File: src/hw/rtl/assert_macros.svh
// Assertion macros used by the breathing LED core RTL.
`ifndef ASSERT_MACROS_SVH
`define ASSERT_MACROS_SVH
`ifndef SYNTHESIS
// Clocked check, suspended while reset is held.
`define BLP_ASSERT(lbl, clk, rst_n, prop) \
    lbl: assert property (@(posedge clk) disable iff (!rst_n) prop) \
        else $error("assertion failed: %m");
// Clocked check that also holds during reset.
`define BLP_ASSERT_ALWAYS(lbl, clk, prop) \
    lbl: assert property (@(posedge clk) prop) else $error("assertion failed: %m");
`else
`define BLP_ASSERT(lbl, clk, rst_n, prop)
`define BLP_ASSERT_ALWAYS(lbl, clk, prop)
`endif
`endif

File: src/hw/rtl/blp_pkg.sv
// Types and constants for the breathing LED PWM block.
package blp_pkg;

    localparam int MIN_PERIOD_W  = 16;
    localparam int STEP_W        = 13;
    localparam int MAX_PERIOD_W  = 16;
    localparam int PERIOD_OUT_W  = 16;
    localparam int CFG_IDX_W     = 2;
    localparam int CFG_DATA_W    = 16;
    localparam int IN_TDATA_W    = 8;
    localparam int OUT_TDATA_W   = 24;

    localparam logic [MIN_PERIOD_W-1:0] MIN_PERIOD_RST = 16'd10;
    localparam logic [STEP_W-1:0]       STEP_RST       = 13'd10;
    localparam logic [MAX_PERIOD_W-1:0] MAX_PERIOD_RST = 16'd1000;

    typedef enum logic [CFG_IDX_W-1:0] {
        CFG_MIN_PERIOD  = 2'd0,
        CFG_PERIOD_STEP = 2'd1,
        CFG_MAX_PERIOD  = 2'd2
    } t_cfg_idx;

    typedef struct packed {
        logic [MIN_PERIOD_W-1:0] min_period;
        logic [STEP_W-1:0]       period_step;
        logic [MAX_PERIOD_W-1:0] max_period;
    } t_cfg;

    typedef struct packed {
        logic                    led_on;
        logic [PERIOD_OUT_W-1:0] period_now;
        logic                    period_changed;
    } t_result;

endpackage

File: src/hw/rtl/blp_core.sv
// Period adjust and breathing ramp state, one tick per step.
module blp_core #(
    parameter int PERIOD_WIDTH = 16,
    parameter int START_PERIOD = 100
) (
    input  logic             i_clk,
    input  logic             i_rst_n,
    input  blp_pkg::t_cfg    i_cfg,
    input  logic             i_step,
    input  logic             i_up_press,
    input  logic             i_down_press,
    output blp_pkg::t_result o_result
);
    import blp_pkg::*;
    `include "assert_macros.svh"

    localparam int W  = PERIOD_WIDTH;
    localparam int SW = ((W > MAX_PERIOD_W) ? W : MAX_PERIOD_W) + 2;
    localparam logic [SW-1:0] PMASK = {{(SW-W){1'b0}}, {W{1'b1}}};
    localparam longint unsigned PMAX = (64'd1 << W) - 64'd1;
    localparam longint unsigned START_L = longint'(START_PERIOD);
    localparam logic [W-1:0] START_RST = W'((START_L > PMAX) ? PMAX : START_L);

    logic [W-1:0] r_period, n_period;
    logic [W-1:0] r_index, n_index;
    logic [W-1:0] r_ticks, n_ticks;
    logic         r_fall, n_fall;
    logic         r_off, n_off;

    logic [SW-1:0] p_ext, step_ext, min_ext, max_ext, sum, up_val, dn_val, np_ext;
    logic [W:0]    i_plus1;
    logic [W-1:0]  rest, dur;
    logic          steady, led;

    always_comb begin
        p_ext    = SW'(r_period);
        step_ext = SW'(i_cfg.period_step);
        min_ext  = SW'(i_cfg.min_period);
        max_ext  = SW'(i_cfg.max_period);

        // up saturates at the ceiling, then at the register width
        sum    = p_ext + step_ext;
        up_val = (sum > max_ext) ? max_ext : sum;
        up_val = (up_val > PMASK) ? PMASK : up_val;
        // down floors at min_period
        if (p_ext >= min_ext + step_ext) begin
            dn_val = p_ext - step_ext;
        end else begin
            dn_val = (min_ext > PMASK) ? PMASK : min_ext;
        end

        if (i_up_press) begin
            np_ext = up_val;
        end else if (i_down_press) begin
            np_ext = dn_val;
        end else begin
            np_ext = p_ext;
        end
        n_period = np_ext[W-1:0];
        steady   = (np_ext <= min_ext) || (np_ext <= SW'(1));

        n_index = r_index;
        n_ticks = r_ticks;
        n_fall  = r_fall;
        n_off   = r_off;
        i_plus1 = '0;
        rest    = '0;
        dur     = '0;
        led     = 1'b1;

        if (steady) begin
            n_index = W'(1);
            n_ticks = '0;
            n_fall  = 1'b0;
            n_off   = 1'b0;
        end else begin
            if (r_ticks == '0) begin
                // end the ramp when an on half would start at or past the period
                if (!r_off && (r_index >= n_period)) begin
                    n_index = W'(1);
                    n_fall  = ~r_fall;
                end
                i_plus1 = {1'b0, n_index} + (W+1)'(1);
                rest    = ({1'b0, n_period} > i_plus1) ? (n_period - n_index) : W'(1);
                if (n_fall) begin
                    dur = r_off ? n_index : rest;
                end else begin
                    dur = r_off ? rest : n_index;
                end
                n_ticks = dur;
            end
            led     = ~r_off;
            n_ticks = n_ticks - W'(1);
            if (n_ticks == '0) begin
                if (r_off) begin
                    n_off = 1'b0;
                    if (n_index != {W{1'b1}}) begin
                        n_index = n_index + W'(1);
                    end
                end else begin
                    n_off = 1'b1;
                end
            end
        end

        o_result.led_on         = led;
        o_result.period_now     = np_ext[PERIOD_OUT_W-1:0];
        o_result.period_changed = (n_period != r_period);
    end

    always_ff @(posedge i_clk) begin
        if (!i_rst_n) begin
            r_period <= START_RST;
            r_index  <= W'(1);
            r_ticks  <= '0;
            r_fall   <= 1'b0;
            r_off    <= 1'b0;
        end else if (i_step) begin
            r_period <= n_period;
            r_index  <= n_index;
            r_ticks  <= n_ticks;
            r_fall   <= n_fall;
            r_off    <= n_off;
        end
    end

    // ramp index starts at one and never wraps to zero
    `BLP_ASSERT(a_index_nonzero, i_clk, i_rst_n, r_index != '0)
    // a steady-on tick puts the ramp back to its start
    `BLP_ASSERT(a_steady_restart, i_clk, i_rst_n,
        i_step && steady |=> r_index == W'(1) && !r_off && !r_fall && r_ticks == '0)
    // state moves only on a tick
    `BLP_ASSERT(a_hold_idle, i_clk, i_rst_n,
        !i_step |=> $stable(r_period) && $stable(r_index) && $stable(r_ticks))

endmodule

File: src/hw/rtl/breathing_led_pwm_with_period_buttons.sv
// Breathing LED PWM top level: stream ports, configuration registers, pipeline.
//
// Each input word is one millisecond tick carrying an up-press flag (bit 0)
// and a down-press flag (bit 1). The tick first adjusts the breath period:
// up has priority and adds period_step, saturating at max_period; down
// subtracts period_step, or falls back to min_period. At or below
// min_period (or at a period of one or less) the LED is steady on and the ramp
// restarts; otherwise it breathes along a rising then falling triangular
// duty ramp. One output word per input word carries the LED level, the
// period after the press and a changed flag. Rate: one word per clock
// while the output side takes each result. An input word waits in the
// input register, then moves into the result register behind the
// single-pass period and ramp logic once the output slot is free. When the
// output side holds off, both registers fill and the input stalls until
// the result word is taken.
// The user must write configuration through the cfg channel only while
// the block is idle; the block itself does not enforce it. Index 0 is
// min_period, 1 period_step, 2 max_period, other indexes are accepted and dropped.
module breathing_led_pwm_with_period_buttons #(
    parameter int PERIOD_WIDTH = 16,
    parameter int START_PERIOD = 100
) (
    input  logic                                i_clk,
    input  logic                                i_rst_n,
    // configuration write channel
    input  logic                                i_cfg_valid,
    output logic                                o_cfg_ready,
    input  logic [blp_pkg::CFG_IDX_W-1:0]       i_cfg_index,
    input  logic [blp_pkg::CFG_DATA_W-1:0]      i_cfg_wdata,
    // tick input
    input  logic                                i_s_axis_tvalid,
    output logic                                o_s_axis_tready,
    // tdata: [0] up_press, [1] down_press, [7:2] zero
    input  logic [blp_pkg::IN_TDATA_W-1:0]      i_s_axis_tdata,
    // result output
    output logic                                o_m_axis_tvalid,
    input  logic                                i_m_axis_tready,
    // tdata: [0] led_on, [16:1] period_now, [17] period_changed, [23:18] zero
    output logic [blp_pkg::OUT_TDATA_W-1:0]     o_m_axis_tdata
);
    import blp_pkg::*;

    t_cfg    r_cfg;
    t_result core_res;
    t_result r_res;

    logic r_in_vld;
    logic r_up;
    logic r_dn;
    logic r_out_vld;
    logic adv;

    // configuration registers; always ready, unknown indexes dropped
    assign o_cfg_ready = 1'b1;

    always_ff @(posedge i_clk) begin
        if (!i_rst_n) begin
            r_cfg.min_period  <= MIN_PERIOD_RST;
            r_cfg.period_step <= STEP_RST;
            r_cfg.max_period  <= MAX_PERIOD_RST;
        end else if (i_cfg_valid) begin
            case (t_cfg_idx'(i_cfg_index))
                CFG_MIN_PERIOD:  r_cfg.min_period  <= i_cfg_wdata[MIN_PERIOD_W-1:0];
                CFG_PERIOD_STEP: r_cfg.period_step <= i_cfg_wdata[STEP_W-1:0];
                CFG_MAX_PERIOD:  r_cfg.max_period  <= i_cfg_wdata[MAX_PERIOD_W-1:0];
                default: ;
            endcase
        end
    end

    // advance the input word into the result register when the output slot frees up
    assign adv             = r_in_vld && (!r_out_vld || i_m_axis_tready);
    assign o_s_axis_tready = !r_in_vld || adv;

    always_ff @(posedge i_clk) begin
        if (!i_rst_n) begin
            r_in_vld <= 1'b0;
        end else if (o_s_axis_tready) begin
            r_in_vld <= i_s_axis_tvalid;
        end
    end

    // hold the flags of the word in the input register
    always_ff @(posedge i_clk) begin
        if (i_s_axis_tvalid && o_s_axis_tready) begin
            r_up <= i_s_axis_tdata[0];
            r_dn <= i_s_axis_tdata[1];
        end
    end

    blp_core #(
        .PERIOD_WIDTH (PERIOD_WIDTH),
        .START_PERIOD (START_PERIOD)
    ) u_core (
        .i_clk        (i_clk),
        .i_rst_n      (i_rst_n),
        .i_cfg        (r_cfg),
        .i_step       (adv),
        .i_up_press   (r_up),
        .i_down_press (r_dn),
        .o_result     (core_res)
    );

    // result register: load on advance, drop once taken
    always_ff @(posedge i_clk) begin
        if (!i_rst_n) begin
            r_out_vld <= 1'b0;
        end else if (adv) begin
            r_out_vld <= 1'b1;
        end else if (i_m_axis_tready) begin
            r_out_vld <= 1'b0;
        end
    end

    always_ff @(posedge i_clk) begin
        if (adv) begin
            r_res <= core_res;
        end
    end

    assign o_m_axis_tvalid = r_out_vld;
    assign o_m_axis_tdata  = {6'd0, r_res.period_changed, r_res.period_now, r_res.led_on};

endmodule

File: config.mk
export PLATFORM = sky130hd
export DESIGN_NAME = breathing_led_pwm_with_period_buttons
export DESIGN_NICKNAME = d
export VERILOG_FILES = /design/src/hw/rtl/blp_pkg.sv /design/src/hw/rtl/blp_core.sv /design/src/hw/rtl/breathing_led_pwm_with_period_buttons.sv
export VERILOG_INCLUDE_DIRS = /design/src /design/src/hw/rtl
export SDC_FILE = /design/constraint.sdc
export NUM_CORES = 1
export LEC_CHECK = 0
export ABC_CLOCK_PERIOD_IN_PS = 15300
export BUFFER_PORTS_ARGS = -buffer_cell sky130_fd_sc_hd__clkbuf_2
export CORE_UTILIZATION = 45
export CTS_BUF_LIST = sky130_fd_sc_hd__clkbuf_4
export CTS_CLUSTER_SIZE = 16
export DETAILED_ROUTE_END_ITERATION = 16
export PLACE_DENSITY = 0.68
export REMOVE_ABC_BUFFERS = 1
export SKIP_LAST_GASP = 1
export SYNTH_ARGS = -nofsm -noshare
export SYNTH_HDL_FRONTEND = slang
export SYNTH_SLANG_ARGS = --single-unit
File: constraint.sdc
create_clock -name i_clk -period 15.3 [get_ports i_clk]
set_input_delay 0.765 -clock i_clk [delete_from_list [all_inputs] [get_ports i_clk]]
set_output_delay 0.765 -clock i_clk [all_outputs]
set_load 0.1 [all_outputs]
==> reports/metrics.cfg <==
[yosys]
synth_xor_xnor_area_share=0.0673
synth-simple-area-share=0.225
synth_compound_area_frac=0.252
synth_seq_area_share=0.222
yosysWarnings=0
synth_mux_area_frac=0.0101
yosys-top-cells-area=dfxtp_1, ha_1, nand2_1
syn-cell-area_mm2=0.0114
synth_enable_flop_cells=20
ys_async_sr_fraction=0
synth_top_family_by_area=compound AO/OA/AOI/OAI gates
ys_ff_latch=117
syn_inst=1514
synth-adder-area-share=0.156
synth_top_area_cell=dfxtp_1
syn-mean-instance-area_um2=7.56
synth_ff_type=dfxtp_1
netlist-cell-type-count=94
post-synth-top-area-fraction=0.170

[worst_setup_path]
crit_family=compound AO/OA/AOI/OAI gates
r2r_cells=58
r2r-end=u_core.r_index[6]
slowest_delay_ps=530
required_ps=15790
reg2reg_from=r_cfg[17]
reg2reg_slack_ps=1340
crit_fanout=36
setup.worst_path.end_class=flip-flop
worst_path_most_repeated_cell=a21oi_1
critPathSlowestCell=o31ai_1
crit_buf_inv=2
crit_type=flip-flop to flip-flop
worstPathArrival_ps=14440
critPathLaunchType=flip-flop

[die]
core_mm2=0.0250
dieArea_mm2=0.0261
start_util=0.457
fp-row-count=58
fp.dieH_um=161
io_pins=58
die_x_um=161

[detailed_routing]
viasPerCell=6.10
post_drt_wl_per_cell_um=19.0
drc=1
drt-total-wl_mm=35.3
drtIter0Drc=1148
drtPass1Iterations=13
via_count=11300
ant_nets=0

[min_path]
hold_end=r_up
hp-start=i_s_axis_tdata[0]
whs_path_depth=1
hold_path_class=input port to flip-flop

[final_layout]
syn_to_final_growth_pct=6.27
final_common_cell=nand2_1
final_cell_mix=nand2_1, ha_1, a21oi_1, nor2_1, inv_1
drive_gt1_frac=0.0838
nNetsFinal=1686

[placement]
place.gp.congestion=0.923
io_buffers=44
hpwl_mm=26.7
dpl_worst_slack_ps=1560

[global_route]
grt_first_pass_wirelength_mm=56.9
grt_overflow_total=0
grt_pass1_vias=10500
grt_max_degree=71
antenna_found_initial=1
grt_use_total=0.276

[pwr]
p_sw_w=0.000920
power.internal_w=0.000915
power_density_mw_per_mm2=151
switching_share=0.501
p_comb_frac=0.648
ir_worst_vdd_mv=0.145
power_frac_clock=0.145
total_leakage_power_nw=4.94
seqPwrFrac=0.207

[timing]
worstMarginPinSlew_ps=1100
finalHoldViolations=0
fin_crit_sh=0.912
rsz0062_at_grt=false
relSlewSlack=0.263
setup_viol=0
clock_skew_ps=45.8
maxSlewViolCount=0
finalSetupTns_ps=0
fmax_mhz=71.7
finalCriticalPeriod_ps=13960
setup_slack_ps=1340

[clock_tree]
holdBufCountCts=0
path_clk_slew_ps=120
cts_made_buffers=17
clock_latency_ps=580
cts_max_path_buffers=2
htreeDepth=4
post-cts-setup-buffers=0
cts_repair_resize_count=0
clock_sinks=117
cts_tree=done
root_buffer=clkbuf_4

[status]
status=complete, but fails checks
violations=design-rule violations

[flow_run]
drv_cap=0

## how the worst max path moves through the flow
stage                   start           endpoint  slack, ps  cells after the start
CTS                 r_cfg[17]  u_core.r_index[6]       1460                     58
detailed placement  r_cfg[17]  u_core.r_index[6]       1560                     58
floorplan           r_cfg[17]  u_core.r_index[6]       1880                     56
global route        r_cfg[17]  u_core.r_index[6]        120                     58
finish              r_cfg[17]  u_core.r_index[6]       1340                     58
global placement    r_cfg[17]  u_core.r_index[6]       1790                     58
## cell usage after synthesis (10+ instances only)
cell type,n
a211oi_1,30
a21o_1,18
a21oi_1,129
a31oi_1,19
and3_1,18
buf_2,10
clkbuf_1,53
dfxtp_1,97
edfxtp_1,20
ha_1,134
inv_1,100
nand2_1,200
nand2b_1,14
nand3_1,46
nand4_1,29
nor2_1,121
nor2b_1,19
nor3_1,35
nor4_1,11
o211ai_1,35
o21a_1,16
o21ai_0,67
or3_1,10
xnor2_1,64
xor2_1,24
## final cells by class
class | count | area [µm²]
Fill cell | 2550 | 12900
Multi-Input combinational cell | 1219 | 8190
Sequential cell | 117 | 2540
Tap cell | 330 | 413
Inverter | 104 | 393
Timing Repair Buffer | 58 | 325
Clock inverter | 12 | 164
Clock buffer | 18 | 135
Antenna cell | 1 | 2.50
## kinds of logic after synthesis
group | count (synthesis)
compound gates | 426
xor+xnor | 88
other cells | 2
mux | 11
simple gates | 546
buf+inv | 183
flops | 117
fa+ha+maj | 141
## registers in the layout, indices dropped and copies added, names as in the netlist
register and count:
o_m_axis_tvalid 1, o_m_axis_tdata 18, u_core.r_off 1, r_cfg 45
r_dn 1, r_up 1, r_in_vld 1, u_core.r_fall 1
u_core.r_ticks 16, u_core.r_index 16, u_core.r_period 16
## metal layers
layer	track usage	routed length [µm]
met3	0.0385	2980
met4	0.121	1250
met1	0.389	16300
met2	0.418	14800
met5	0	0
## per-stage QoR
step	util	instances	instance area [µm²]	hold slack (ps)	total power [W]
after global routing	0.486	1859	12200	332	0.00198
after CTS	0.486	1858	12200	336	0.00180
after detailed placement	0.474	1828	11900	451	0.00153
after floorplan	-	1440	11100	436	0.00126
after global placement	0.474	1828	11900	443	0.00152
final	0.486	1859	12200	368	0.00183
## power by group through the flow
stage | Sequential [W] | Combinational [W] | Clock [W]
global placement | 0.000386 | 0.00113 | 0
finish | 0.000381 | 0.00119 | 0.000266
detailed placement | 0.000386 | 0.00115 | 0
CTS | 0.000379 | 0.00116 | 0.000268
global route | 0.000383 | 0.00131 | 0.000279
floorplan | 0.000403 | 0.000853 | 0
Power figures use the tool's default switching activity.
